`src/sv/sdt_pkg.sv`:
```
// ----------------------------------------------------------------------------
// sdt_pkg: shared types and constants of the segment duration timer
// Field widths, fixed-point format, phase codes and register indexes.
// ----------------------------------------------------------------------------
package sdt_pkg;

    // Fixed-point format and field widths
    localparam int FRAC_W    = 16;                  // fractional bits, Q0.16
    localparam int COUNT_W   = 32;                  // position / length width
    localparam int DRIFT_W   = 24;                  // drift, Q8.16
    localparam int VALUE_W   = 32;                  // value and factor, Q16.16
    localparam int RATE_W    = 18;                  // sample rate
    localparam int MODE_W    = 2;
    localparam int PHASE_W   = 2;
    localparam int CFG_W     = 32;                  // widest register
    localparam int CFG_IDX_W = 3;

    // Serial arithmetic: shift-add multiply, restoring divide
    localparam int MUL_STEPS = VALUE_W;
    localparam int QUO_W     = RATE_W + 2 * FRAC_W; // (rate << 2F) / value
    localparam int DIV_STEPS = QUO_W;
    localparam int STEP_W    = $clog2(DIV_STEPS);

    localparam logic [DRIFT_W-1:0] DRIFT_ONE = DRIFT_W'(1) << FRAC_W;

    // Phase codes
    localparam logic [PHASE_W-1:0] PH_START    = 2'd0;
    localparam logic [PHASE_W-1:0] PH_PROGRESS = 2'd1;
    localparam logic [PHASE_W-1:0] PH_END      = 2'd2;

    // Length source modes (any other code acts as fixed)
    localparam logic [MODE_W-1:0] MODE_FIXED = 2'd0;
    localparam logic [MODE_W-1:0] MODE_MUL   = 2'd1;
    localparam logic [MODE_W-1:0] MODE_DIV   = 2'd2;

    // Configuration register indexes
    localparam logic [CFG_IDX_W-1:0] CFG_MODE       = 3'd0;
    localparam logic [CFG_IDX_W-1:0] CFG_FIX_LENGTH = 3'd1;
    localparam logic [CFG_IDX_W-1:0] CFG_FIX_FRAC   = 3'd2;
    localparam logic [CFG_IDX_W-1:0] CFG_FACTOR     = 3'd3;
    localparam logic [CFG_IDX_W-1:0] CFG_RATE       = 3'd4;

    // Controller states, one-hot
    typedef enum logic [3:0] {
        ST_IDLE = 4'b0001,
        ST_MUL  = 4'b0010,
        ST_DIV  = 4'b0100,
        ST_FIN  = 4'b1000
    } t_state;

    // Where a new segment length comes from
    typedef enum logic [1:0] {
        SRC_FIXED = 2'd0,
        SRC_MUL   = 2'd1,
        SRC_DIV   = 2'd2,
        SRC_SAT   = 2'd3
    } t_src;

endpackage

```
`src/sv/sdt_if.sv`:
```
// ----------------------------------------------------------------------------
// sdt_if: valid/ready channels of the segment duration timer
// Item channel (tick or restart) and result channel.
// ----------------------------------------------------------------------------
interface sdt_item_if;
    logic                           valid;
    logic                           ready;
    logic                           command;
    logic [sdt_pkg::DRIFT_W-1:0]    drift_in;
    logic [sdt_pkg::VALUE_W-1:0]    value_in;

    modport source (output valid, command, drift_in, value_in, input ready);
    modport sink   (input valid, command, drift_in, value_in, output ready);
endinterface

interface sdt_result_if;
    logic                           valid;
    logic                           ready;
    logic [sdt_pkg::DRIFT_W-1:0]    drift_out;
    logic [sdt_pkg::PHASE_W-1:0]    phase;
    logic [sdt_pkg::COUNT_W-1:0]    position;
    logic [sdt_pkg::COUNT_W-1:0]    length;
    logic                           started;

    modport source (output valid, drift_out, phase, position, length, started,
                    input ready);
    modport sink   (input valid, drift_out, phase, position, length, started,
                    output ready);
endinterface

```
`src/sv/segment_duration_timer_with_drift_unit.sv`:
```
// ----------------------------------------------------------------------------
// segment_duration_timer_with_drift_unit: sample-tick segment timer
// Counts ticks through a segment whose length comes from a fixed register,
// value times factor, or sample rate divided by value, carrying fraction drift.
// ----------------------------------------------------------------------------
// One transfer in per tick or restart, one transfer out per item. A plain tick
// or restart is captured, then updated. A tick that starts a segment goes
// straight to the update in fixed mode (or with a zero divisor); in
// value-times-factor mode a bit-serial shift-add multiplier does 32 steps
// first, and in rate-over-value mode a bit-serial restoring divider produces
// 50 quotient bits (34 whole, 16 fraction) first. A new item is
// taken as soon as the controller is idle, even if the previous result has
// not been transferred out yet; the update step waits for the output register
// to free up. Configuration is written through i_cfg_we/i_cfg_idx/i_cfg_data
// and must only change while no item is in flight.
// ----------------------------------------------------------------------------
module segment_duration_timer_with_drift_unit (
    input  logic                            i_clk,
    input  logic                            i_rst_n,
    input  logic                            i_cfg_we,
    input  logic [sdt_pkg::CFG_IDX_W-1:0]   i_cfg_idx,
    input  logic [sdt_pkg::CFG_W-1:0]       i_cfg_data,
    sdt_item_if.sink                        i_item,
    sdt_result_if.source                    o_result
);

    localparam int FW = sdt_pkg::FRAC_W;
    localparam int CW = sdt_pkg::COUNT_W;
    localparam int DW = sdt_pkg::DRIFT_W;
    localparam int VW = sdt_pkg::VALUE_W;
    localparam int QW = sdt_pkg::QUO_W;
    localparam int SW = sdt_pkg::STEP_W;

    // Configuration registers
    logic [sdt_pkg::MODE_W-1:0]  r_mode;
    logic [CW-1:0]               r_fix_len;
    logic [FW-1:0]               r_fix_frac;
    logic [VW-1:0]               r_factor;
    logic [sdt_pkg::RATE_W-1:0]  r_rate;

    // Controller
    sdt_pkg::t_state             r_state;
    logic [SW-1:0]               r_cnt;
    sdt_pkg::t_src               r_src;
    logic                        r_start;

    // Captured item
    logic                        r_cmd;
    logic [DW-1:0]               r_drift;
    logic [VW-1:0]               r_value;

    // Serial arithmetic
    logic [2*VW-1:0]             r_prod;   // multiplier in low half at start
    logic [QW-1:0]               r_quo;    // dividend shifts out, quotient in
    logic [VW-1:0]               r_rem;

    // Timer state (the segment fraction is only needed on the start tick)
    logic [sdt_pkg::PHASE_W-1:0] r_phase;
    logic [CW-1:0]               r_pos;
    logic [CW-1:0]               r_length;

    // Output register
    logic                        r_out_valid;
    logic [DW-1:0]               r_out_drift;
    logic [sdt_pkg::PHASE_W-1:0] r_out_phase;
    logic [CW-1:0]               r_out_pos;
    logic [CW-1:0]               r_out_len;
    logic                        r_out_started;

    // ------------------------------------------------------------------
    // Configuration writes
    // ------------------------------------------------------------------
    always_ff @(posedge i_clk) begin
        if (!i_rst_n) begin
            r_mode     <= sdt_pkg::MODE_FIXED;
            r_fix_len  <= CW'(1);
            r_fix_frac <= '0;
            r_factor   <= VW'(65536);
            r_rate     <= sdt_pkg::RATE_W'(48000);
        end else if (i_cfg_we) begin
            unique case (i_cfg_idx)
                sdt_pkg::CFG_MODE:       r_mode     <= i_cfg_data[sdt_pkg::MODE_W-1:0];
                sdt_pkg::CFG_FIX_LENGTH: r_fix_len  <= i_cfg_data[CW-1:0];
                sdt_pkg::CFG_FIX_FRAC:   r_fix_frac <= i_cfg_data[FW-1:0];
                sdt_pkg::CFG_FACTOR:     r_factor   <= i_cfg_data[VW-1:0];
                sdt_pkg::CFG_RATE:       r_rate     <= i_cfg_data[sdt_pkg::RATE_W-1:0];
                default: ;
            endcase
        end
    end

    // ------------------------------------------------------------------
    // Handshake
    // ------------------------------------------------------------------
    logic c_acc;
    logic c_begin;
    logic c_out_free;
    logic c_fin;

    assign i_item.ready = (r_state == sdt_pkg::ST_IDLE);
    assign c_acc        = i_item.valid && i_item.ready;
    // a tick in the start phase opens a new segment
    assign c_begin      = !i_item.command && (r_phase == sdt_pkg::PH_START);
    assign c_out_free   = !r_out_valid || o_result.ready;
    assign c_fin        = (r_state == sdt_pkg::ST_FIN) && c_out_free;

    assign o_result.valid     = r_out_valid;
    assign o_result.drift_out = r_out_drift;
    assign o_result.phase     = r_out_phase;
    assign o_result.position  = r_out_pos;
    assign o_result.length    = r_out_len;
    assign o_result.started   = r_out_started;

    // ------------------------------------------------------------------
    // Serial step logic
    // ------------------------------------------------------------------
    logic [VW:0]   c_mul_hi;
    logic [VW:0]   c_div_sh;
    logic [VW+1:0] c_div_diff;
    logic          c_div_ge;

    // shift-add: add factor to the upper half when the multiplier LSB is set
    assign c_mul_hi   = {1'b0, r_prod[2*VW-1:VW]}
                      + (r_prod[0] ? {1'b0, r_factor} : '0);
    // restoring divide: bring down next dividend bit, subtract if it fits
    assign c_div_sh   = {r_rem, r_quo[QW-1]};
    assign c_div_diff = {1'b0, c_div_sh} - {2'b0, r_value};
    assign c_div_ge   = !c_div_diff[VW+1];

    // ------------------------------------------------------------------
    // Segment update
    // ------------------------------------------------------------------
    logic [CW-1:0] c_src_len;
    logic [FW-1:0] c_src_frac;
    logic          c_src_ovf;
    logic [CW-1:0] c_new_len;
    logic [FW-1:0] c_new_frac;
    logic [CW-1:0] c_len;
    logic [DW:0]   c_dsum;
    logic [DW-1:0] c_drift_a;
    logic [CW-1:0] c_pos_a;
    logic          c_more;
    logic          c_owed;
    logic [DW-1:0] n_drift;
    logic [sdt_pkg::PHASE_W-1:0] n_phase;
    logic [CW-1:0] n_pos;

    always_comb begin
        c_src_ovf = 1'b0;
        unique case (r_src)
            sdt_pkg::SRC_MUL: begin
                c_src_len  = r_prod[2*VW-1:VW];
                c_src_frac = r_prod[VW-1:VW-FW];
            end
            sdt_pkg::SRC_DIV: begin
                // quotient whole part has more bits than a length can hold
                c_src_ovf  = |r_quo[QW-1:FW+CW];
                c_src_len  = r_quo[FW+CW-1:FW];
                c_src_frac = r_quo[FW-1:0];
            end
            sdt_pkg::SRC_SAT: begin
                c_src_len  = '1;
                c_src_frac = '0;
            end
            default: begin
                c_src_len  = r_fix_len;
                c_src_frac = r_fix_frac;
            end
        endcase

        if (c_src_ovf) begin
            c_new_len  = '1;
            c_new_frac = '0;
        end else if (c_src_len == '0) begin
            c_new_len  = CW'(1);
            c_new_frac = '0;
        end else begin
            c_new_len  = c_src_len;
            c_new_frac = c_src_frac;
        end

        c_len  = r_start ? c_new_len : r_length;
        c_dsum = {1'b0, r_drift} + (DW+1)'(c_new_frac);
        if (r_start) begin
            c_drift_a = c_dsum[DW] ? '1 : c_dsum[DW-1:0];
            c_pos_a   = '0;
        end else begin
            c_drift_a = r_drift;
            c_pos_a   = r_pos;
        end

        c_more = c_pos_a < (c_len - CW'(1));
        c_owed = c_drift_a >= sdt_pkg::DRIFT_ONE;

        // drift of a whole tick or more buys one extra tick at the last spot
        priority if (c_more) begin
            n_phase = sdt_pkg::PH_PROGRESS;
            n_pos   = c_pos_a + CW'(1);
            n_drift = c_drift_a;
        end else if (c_owed) begin
            n_phase = sdt_pkg::PH_PROGRESS;
            n_pos   = c_pos_a;
            n_drift = c_drift_a - sdt_pkg::DRIFT_ONE;
        end else begin
            n_phase = sdt_pkg::PH_END;
            n_pos   = c_pos_a + CW'(1);
            n_drift = c_drift_a;
        end
    end

    // ------------------------------------------------------------------
    // Controller and timer state
    // ------------------------------------------------------------------
    always_ff @(posedge i_clk) begin
        if (!i_rst_n) begin
            r_state     <= sdt_pkg::ST_IDLE;
            r_cnt       <= '0;
            r_src       <= sdt_pkg::SRC_FIXED;
            r_start     <= 1'b0;
            r_phase     <= sdt_pkg::PH_START;
            r_pos       <= '0;
            r_length    <= CW'(1);
            r_out_valid <= 1'b0;
        end else begin
            if (c_fin) begin
                r_out_valid <= 1'b1;
            end else if (o_result.ready) begin
                r_out_valid <= 1'b0;
            end

            unique case (r_state)
                sdt_pkg::ST_IDLE: begin
                    if (c_acc) begin
                        r_start <= c_begin;
                        if (c_begin && (r_mode == sdt_pkg::MODE_MUL)) begin
                            r_src   <= sdt_pkg::SRC_MUL;
                            r_cnt   <= SW'(sdt_pkg::MUL_STEPS - 1);
                            r_state <= sdt_pkg::ST_MUL;
                        end else if (c_begin && (r_mode == sdt_pkg::MODE_DIV)
                                     && (i_item.value_in != '0)) begin
                            r_src   <= sdt_pkg::SRC_DIV;
                            r_cnt   <= SW'(sdt_pkg::DIV_STEPS - 1);
                            r_state <= sdt_pkg::ST_DIV;
                        end else if (c_begin && (r_mode == sdt_pkg::MODE_DIV)) begin
                            // zero divisor saturates the length
                            r_src   <= sdt_pkg::SRC_SAT;
                            r_state <= sdt_pkg::ST_FIN;
                        end else begin
                            r_src   <= sdt_pkg::SRC_FIXED;
                            r_state <= sdt_pkg::ST_FIN;
                        end
                    end
                end
                sdt_pkg::ST_MUL, sdt_pkg::ST_DIV: begin
                    r_cnt <= r_cnt - SW'(1);
                    if (r_cnt == '0) begin
                        r_state <= sdt_pkg::ST_FIN;
                    end
                end
                sdt_pkg::ST_FIN: begin
                    if (c_out_free) begin
                        r_state <= sdt_pkg::ST_IDLE;
                        if (r_cmd) begin
                            r_phase <= sdt_pkg::PH_START;
                            r_pos   <= '0;
                        end else begin
                            r_phase <= n_phase;
                            r_pos   <= n_pos;
                            if (r_start) begin
                                r_length <= c_new_len;
                            end
                        end
                    end
                end
                default: r_state <= sdt_pkg::ST_IDLE;
            endcase
        end
    end

    // ------------------------------------------------------------------
    // Datapath registers
    // ------------------------------------------------------------------
    always_ff @(posedge i_clk) begin
        if (c_acc) begin
            r_cmd   <= i_item.command;
            r_drift <= i_item.drift_in;
            r_value <= i_item.value_in;
            r_prod  <= {{VW{1'b0}}, i_item.value_in};
            r_quo   <= {r_rate, {(2*FW){1'b0}}};
            r_rem   <= '0;
        end else if (r_state == sdt_pkg::ST_MUL) begin
            r_prod <= {c_mul_hi, r_prod[VW-1:1]};
        end else if (r_state == sdt_pkg::ST_DIV) begin
            r_rem <= c_div_ge ? c_div_diff[VW-1:0] : c_div_sh[VW-1:0];
            r_quo <= {r_quo[QW-2:0], c_div_ge};
        end

        if (c_fin) begin
            if (r_cmd) begin
                // restart: drift passes through, stored length is reported
                r_out_drift   <= r_drift;
                r_out_phase   <= sdt_pkg::PH_START;
                r_out_pos     <= '0;
                r_out_len     <= r_length;
                r_out_started <= 1'b0;
            end else begin
                r_out_drift   <= n_drift;
                r_out_phase   <= n_phase;
                r_out_pos     <= n_pos;
                r_out_len     <= c_len;
                r_out_started <= r_start;
            end
        end
    end

endmodule

```
`src/flat_wrapper.sv`:
```
// flat-port wrapper written by rule: the top's interface ports become plain ports
module segment_duration_timer_with_drift_unit_flat 
  (i_clk, i_rst_n, i_cfg_we, i_cfg_idx, i_cfg_data, i_item_valid, i_item_command, i_item_drift_in, i_item_value_in, i_item_ready, o_result_valid, o_result_drift_out, o_result_phase, o_result_position, o_result_length, o_result_started, o_result_ready);
  sdt_item_if i_item_i ();
  sdt_result_if o_result_i ();
  input  logic i_clk;
  input  logic i_rst_n;
  input  logic i_cfg_we;
  input  logic [sdt_pkg::CFG_IDX_W-1:0] i_cfg_idx;
  input  logic [sdt_pkg::CFG_W-1:0] i_cfg_data;
  input wire logic [$bits(i_item_i.valid)-1:0] i_item_valid;
  input wire logic [$bits(i_item_i.command)-1:0] i_item_command;
  input wire logic [$bits(i_item_i.drift_in)-1:0] i_item_drift_in;
  input wire logic [$bits(i_item_i.value_in)-1:0] i_item_value_in;
  output wire logic [$bits(i_item_i.ready)-1:0] i_item_ready;
  output wire logic [$bits(o_result_i.valid)-1:0] o_result_valid;
  output wire logic [$bits(o_result_i.drift_out)-1:0] o_result_drift_out;
  output wire logic [$bits(o_result_i.phase)-1:0] o_result_phase;
  output wire logic [$bits(o_result_i.position)-1:0] o_result_position;
  output wire logic [$bits(o_result_i.length)-1:0] o_result_length;
  output wire logic [$bits(o_result_i.started)-1:0] o_result_started;
  input wire logic [$bits(o_result_i.ready)-1:0] o_result_ready;
  assign i_item_i.valid = i_item_valid;
  assign i_item_i.command = i_item_command;
  assign i_item_i.drift_in = i_item_drift_in;
  assign i_item_i.value_in = i_item_value_in;
  assign i_item_ready = i_item_i.ready;
  assign o_result_valid = o_result_i.valid;
  assign o_result_drift_out = o_result_i.drift_out;
  assign o_result_phase = o_result_i.phase;
  assign o_result_position = o_result_i.position;
  assign o_result_length = o_result_i.length;
  assign o_result_started = o_result_i.started;
  assign o_result_i.ready = o_result_ready;
  segment_duration_timer_with_drift_unit u_core (.i_clk(i_clk), .i_rst_n(i_rst_n), .i_cfg_we(i_cfg_we), .i_cfg_idx(i_cfg_idx), .i_cfg_data(i_cfg_data), .i_item(i_item_i), .o_result(o_result_i));
endmodule
```
`config.mk`:
```
export PLATFORM = sky130hd
export DESIGN_NAME = segment_duration_timer_with_drift_unit_flat
export DESIGN_NICKNAME = d
export VERILOG_FILES = /design/src/sv/sdt_pkg.sv /design/src/sv/sdt_if.sv /design/src/sv/segment_duration_timer_with_drift_unit.sv /design/src/flat_wrapper.sv
export SDC_FILE = /design/constraint.sdc
export NUM_CORES = 1
export LEC_CHECK = 0
export BUFFER_PORTS_ARGS = -buffer_cell sky130_fd_sc_hd__clkbuf_2
export CORE_MARGIN = 2
export CORE_UTILIZATION = 57
export CTS_BUF_LIST = sky130_fd_sc_hd__clkbuf_4 sky130_fd_sc_hd__clkbuf_8
export CTS_CLUSTER_SIZE = 14
export DETAILED_ROUTE_END_ITERATION = 16
export PLACE_DENSITY = 0.85
export RECOVER_POWER = 25
export SLEW_MARGIN = 20
export SYNTH_ARGS = -nofsm -noshare
export SYNTH_HDL_FRONTEND = slang
export SYNTH_SLANG_ARGS = --single-unit
```
`constraint.sdc`:
```
create_clock -name i_clk -period 6.95 [get_ports i_clk]
set_input_delay 0.695 -clock i_clk [delete_from_list [all_inputs] [get_ports i_clk]]
set_output_delay 0.695 -clock i_clk [all_outputs]
set_load 0.03 [all_outputs]
```
==> metrics.cfg, run 1 <==
[worst_setup_path]
crit_path_top_delay_cell = or4_4
start_kind = flop
end_kind = flop
path_common_cell = buf_4
arrival_ns = 7.28
worstPathMaxFanout = 12
crit_type = reg2reg
critical_path_required_ns = 7.45
slowest_delay_ns = 0.58

[floorplan]
rows = 78
start_util = 0.578
die_y_um = 219
coreArea_um2 = 45400
dieArea_um2 = 47800
num_io_pins = 190
dieWidth_um = 219

[drt]
drt_iter0_drc = 2547
dr.pass1.iters = 6
remaining_drc_errors = 0
vias = 24200
via_per_inst = 6.18
wl_per_cell_um = 19.3
drt-total-wl_mm = 75.3
final_antenna_net_count = 0

[sta]
setup_viol = 0
timing.setup.tns_ns = 0
fin_crit_ns = 6.78
maxSlewViolCount = 142
hold_violations = 0
tightestPinTransition_ns = 4.03
fin_skew_ns = 0.0491
fmax_mhz = 148
fin_crit_sh = 0.975
slew_headroom = -1.69

[yosys]
synth_cell_types = 90
synth_top_area_frac = 0.227
synth_top_area_cell = edfxtp_1
syn_nets = 3264
netlist_area_um2 = 26200
synth_top_flop_cell = dfxtp_1
ys_warn_count = 0
syn_avg_cell_area_um2 = 8.61
ys_seq_area_frac = 0.437
synth-edff-count = 198
synthArstFlopShare = 0
ys_top_cells_by_area = edfxtp_1, dfxtp_1, nand2_1
synth_cells = 3047
synth-seq-cells = 474

[clock_network]
clk_root_buffer_cell = clkbuf_8
cts_made_buffers = 81
hold_buffers = 0
clockBufferDepth = 3
clkLatencyLatePin_ns = 0.70
clock-sinks = 474
cts_tree = done
cts.htree.levels = 3
path_clk_slew_ns = 0.07

[placed_design]
place.gp.congestion = 0.966
hpwl_mm = 53.4
numPortBuffers = 189

[cells_and_area]
areaGrowthSynthToFinish_pct = 13.4
drive_gt1_frac = 0.114
final_common_cell = nand2_1
mostFrequentLayoutCells = nand2_1, dfxtp_1, a21oi_1
post-route-util = 0.656
fin_nets = 3458

[power]
power_leakage_nw = 11.8
peakVddDrop_v = 0.000209
swShare = 0.282
pwr_density_cell_nw_per_um2 = 230
fin_total_pwr_mw = 6.86
combPwrFrac = 0.135
p_int_mw = 4.92
p_sw_mw = 1.93
power_frac_clock = 0.403
sequentialPowerShare = 0.462

[worst_hold_path]
hold_class = in2reg

[global_route]
grt.total_usage = 0.310
grt-ovfl-total = 0
grt_pass1_wl_mm = 119
antenna_found_initial = 2
grt_max_degree = 91
grt_pass1_vias = 22600

[status]
status = finished, violations left
violations = max-capacitance violations, max-slew violations

[flow_run]
cap_violations = 2

-- final timing paths --
kind	startpoint	to	slack, ns	depth (start not counted)
setup / recovery	u_core.r_src[0]$_SDFFE_PN0P_	u_core.o_result.drift_out[17]$_DFFE_PP_	0.17	28
hold / removal	i_item_drift_in[17]	u_core.r_drift[17]$_DFFE_PP_	0.20	1
setup reg to reg	u_core.r_src[0]$_SDFFE_PN0P_	u_core.o_result.drift_out[17]$_DFFE_PP_	0.17	28
hold reg to reg	u_core.r_quo[13]$_SDFFE_PP0P_	u_core.r_quo[14]$_SDFFE_PP0P_	0.43	2
-- power groups by stage --
stage	clock network, mW	registers (mW)	logic [mW]
final	2.76	3.17	0.925
after CTS	2.79	3.16	0.906
after detailed placement	0	3.22	0.901
after global routing	2.92	3.18	1.01
after floorplan	0	3.25	0.557
after global placement	0	3.22	0.875
-- worst max-delay path, delay by kind of cell (launching register included) --
kind / cells / cell delay (ns)
buffers and inverters: 6 / 0.95
multiplexers: 2 / 0.42
AND/OR/NAND/NOR: 6 / 1.56
adder cells (fa/ha/maj): 3 / 0.75
flip-flops: 1 / 0.37
AO/OA/AOI/OAI: 11 / 2.52
-- metrics by stage --
stage               hold slack (ns)  std cells  instance area, µm²  setup slack, ns
floorplan                     0.417       3047               26200            0.372
global placement              0.429       3750               27900           0.0805
detailed placement            0.436       3750               27900          -0.0997
CTS                           0.163       3902               29700           0.0535
global route                  0.178       3911               29800          -0.0415
finish                        0.199       3911               29800            0.172
-- what timing repair did --
action / 4_1_cts / 5_1_grt
resized for setup: 2 / 29
pin swaps: 0 / 7
setup buffers: 0 / 8
setup endpoints to repair: 4 / 64
-- routing by layer --
metal / global-route usage / up-vias / wire length [µm]
met3: 0.0521 / 196 / 7200
met1: 0.416 / 11400 / 31000
met2: 0.499 / 1320 / 34500
met5: 0 / - / 13
met4: 0.127 / 2 / 2590
li1: - / 11300 / -
-- synth_stat cells, drive strengths merged (37+ instances only) --
| library cell | count |
|---|---|
| buf | 37 |
| a21o | 46 |
| xor2 | 55 |
| dfxtp | 276 |
| xnor2 | 57 |
| edfxtp | 198 |
| and2 | 53 |
| nor2 | 250 |
| nor2b | 44 |
| ha | 117 |
| nand2 | 598 |
| a22o | 37 |
| nand3 | 104 |
| a21oi | 263 |
| clkbuf | 127 |
| nor3 | 46 |
| a31oi | 43 |
| inv | 78 |
| o21ai | 170 |
-- sequential cells by signal (all words and copies together) (netlist names), 32 cells and up --
signal                    count
u_core.r_pos                 32
u_core.r_value               32
u_core.r_factor              32
u_core.r_quo                 50
u_core.r_fix_len             32
u_core.r_length              32
u_core.r_prod                64
u_core.o_result.position     32
u_core.o_result.length       32
u_core.r_rem                 32
-- cell type report --
type,count,area [µm²]
clock buffer,132,1620
fill,3725,15600
clock inverter,20,181
multi-input combinational,2330,14000
inverter,79,303
tap,600,751
antenna,1,2.50
timing repair buffer,275,1430
sequential,474,11500
-- cell families after synthesis --
group	count (synthesis)	share of synthesized area
adders and majority gates	120	0.0581
xor gates and xnor gates	112	0.0374
and+or+nand+nor	1269	0.219
AOI/OAI and AO/OA	760	0.184
buffers and inverters	243	0.0367
muxes	69	0.0286
DFF	474	0.437
Note: power is estimated with default switching activity, not from simulation.
==> inputs of run 2 (changes only) <==
--- a/config.mk
+++ b/config.mk
@@ -13,6 +13,7 @@
 export DETAILED_ROUTE_END_ITERATION = 16
 export PLACE_DENSITY = 0.85
 export RECOVER_POWER = 25
+export REMOVE_ABC_BUFFERS = 1
 export SLEW_MARGIN = 20
 export SYNTH_ARGS = -nofsm -noshare
 export SYNTH_HDL_FRONTEND = slang
==> metrics.cfg, run 2 (same netlist as run 1, synthesis figures left out) <==
[status]
status = finished, violations left
violations = max-capacitance violations, max-slew violations

[drt]
remaining_drc_errors = 0  ; unchanged
via_per_inst = 6.14  ; -0.66%
wl_per_cell_um = 19.5  ; +1.0%
drt-total-wl_mm = 75.7  ; +0.51%
drt_iter0_drc = 2712  ; +6.5%
dr.pass1.iters = 6  ; unchanged
vias = 23900  ; -1.2%
final_antenna_net_count = 0  ; unchanged

[sta]
slew_headroom = -0.212  ; +1.47
setup_viol = 0  ; unchanged
fin_skew_ns = 0.0478  ; -0.00134 ns
maxSlewViolCount = 66  ; -54%
fin_crit_sh = 0.969  ; -0.00617
fmax_mhz = 148  ; +0.64%
tightestPinTransition_ns = 1.82  ; -2.21 ns
fin_crit_ns = 6.74  ; -0.0429 ns
hold_violations = 0  ; unchanged
holdWs_ns = 0.200  ; +0.000836 ns

[worst_setup_path]
crit_type = reg2reg
slowest_delay_ns = 0.57  ; about the same
arrival_ns = 7.12  ; -0.16 ns
cp_top_family = compound AO/OA/AOI/OAI gates
cp_num_cells = 25  ; -11%
crit_path_top_delay_cell = or4_1
reg2reg_depth = 25  ; -11%
end_kind = flop
worst-path-buf-inv = 3  ; -3
critical_path_required_ns = 7.33  ; -0.12 ns
worstPathMaxFanout = 19  ; +7
start_kind = flop

[power]
power_leakage_nw = 11.8  ; -0.31%
pwr_density_cell_nw_per_um2 = 230  ; about the same
peakVddDrop_v = 0.000147  ; -30%

[cells_and_area]
final_common_cell = nand2_1
largest_reg_flops = 64  ; unchanged
drive_gt1_frac = 0.117  ; +0.00286
fin_nets = 3443  ; -0.43%
design_area_um2 = 29600  ; -0.45%
top_regs = u_core.r_prod: 64 flops, u_core.r_quo: 50 flops
fill_cells = 3715  ; -0.27%
post-route-util = 0.653  ; -0.00295
largest_register = u_core.r_prod
stdcell_count = 3890  ; -0.54%
areaGrowthSynthToFinish_pct = 12.9
mostFrequentLayoutCells = nand2_1, dfxtp_1, a21oi_1

[clock_network]
cts_tree = done
clkLatencyLatePin_ns = 0.68  ; -0.02 ns
path_clk_slew_ns = 0.06  ; about the same
clk_root_buffer_cell = clkbuf_8
clockBufferDepth = 3  ; unchanged
cts_made_buffers = 80  ; -1.2%
clock-sinks = 474  ; unchanged
cts.htree.levels = 3  ; unchanged
hold_buffers = 0  ; unchanged

[floorplan]
dieArea_um2 = 47800  ; unchanged
die_y_um = 219  ; unchanged
dieWidth_um = 219  ; unchanged
num_io_pins = 190  ; unchanged
rows = 78  ; unchanged
start_util = 0.578  ; unchanged
coreArea_um2 = 45400  ; unchanged

[global_route]
grt-ovfl-total = 0  ; unchanged
grt_pass1_vias = 22600  ; -0.12%
grt.total_usage = 0.309  ; -0.000925
grt_max_degree = 93  ; +2.2%
grt_pass1_wl_mm = 118  ; -0.57%
antenna_found_initial = 4  ; +2

[flow_run]
cap_violations = 2  ; unchanged

[placed_design]
dp_cells = 3738  ; -0.32%
hpwl_mm = 52.9  ; -0.82%
numPortBuffers = 189  ; unchanged
post_dp_cell_area_um2 = 27800  ; -0.23%
place.gp.congestion = 0.949  ; -1.7%

[worst_hold_path]
hold_depth = 1  ; unchanged
hold_class = in2reg

## run 2: cell count changes in the layout (fill, tap and decap cells not counted), moves of 4 or more
| cell | before | now |
|---|---|---|
| buf_4 | 81 | 65 |
| clkbuf_4 | 32 | 22 |
| clkinv_1 | 3 | 7 |
| clkbuf_8 | 101 | 94 |
| clkbuf_2 | 56 | 87 |
| clkbuf_1 | 135 | 104 |
## run 2: stage by stage
step,total power [mW],TNS [ns],setup slack (ns)
after floorplan,3.79,-198.25,-2.20
after global placement,4.09,-0.0575,-0.0575
after detailed placement,4.12,-2.53,-0.270
after CTS,6.84,0,0.00551
after global routing,7.06,-0.0721,-0.0226
final,6.82,0,0.215
## run 2: layout make-up
class,instances,area (µm²),area share
multi-input cells,2330,13900,0.470
flip-flops and latches,474,11500,0.388
clock buffers,116,1460,0.0493
repair buffers,261,1410,0.0474
well taps,600,751,0.0253
inverters,79,303,0.0102
clock inverters,29,292,0.00984
diodes,1,2.50,0.0000845
## run 2: routing by layer
layer / routed length (µm) / global-route usage
met4: 2670 / 0.119
met2: 35200 / 0.506
met3: 6450 / 0.0614
met5: 19 / 0
met1: 31300 / 0.404
## run 2: path summary, 6_finish.rpt
path	endpoint	from	slack, ns
max	u_core.o_result.drift_out[23]$_DFFE_PP_	u_core.r_src[0]$_SDFFE_PN0P_	0.21
min	u_core.r_drift[18]$_DFFE_PP_	i_item_drift_in[18]	0.20
max reg2reg	u_core.o_result.drift_out[23]$_DFFE_PP_	u_core.r_src[0]$_SDFFE_PN0P_	0.21
min reg2reg	u_core.r_factor[18]$_SDFFE_PN0P_	u_core.r_factor[18]$_SDFFE_PN0P_	0.45
## run 2: what timing repair did
action | in CTS | in global routing
pin swaps | 1 | 2
resized for setup | 5 | 17
setup endpoints to repair | 45 | 71
buffers inserted | 2 | 4
cloned | 0 | 0
## run 2: report_power, final
| group | switching, mW | internal [mW] | total (mW) |
|---|---|---|---|
| Combinational | 0.636 | 0.275 | 0.911 |
| Sequential | 0.0992 | 3.08 | 3.18 |
| Clock | 1.19 | 1.55 | 2.74 |
| Total | 1.93 | 4.90 | 6.82 |
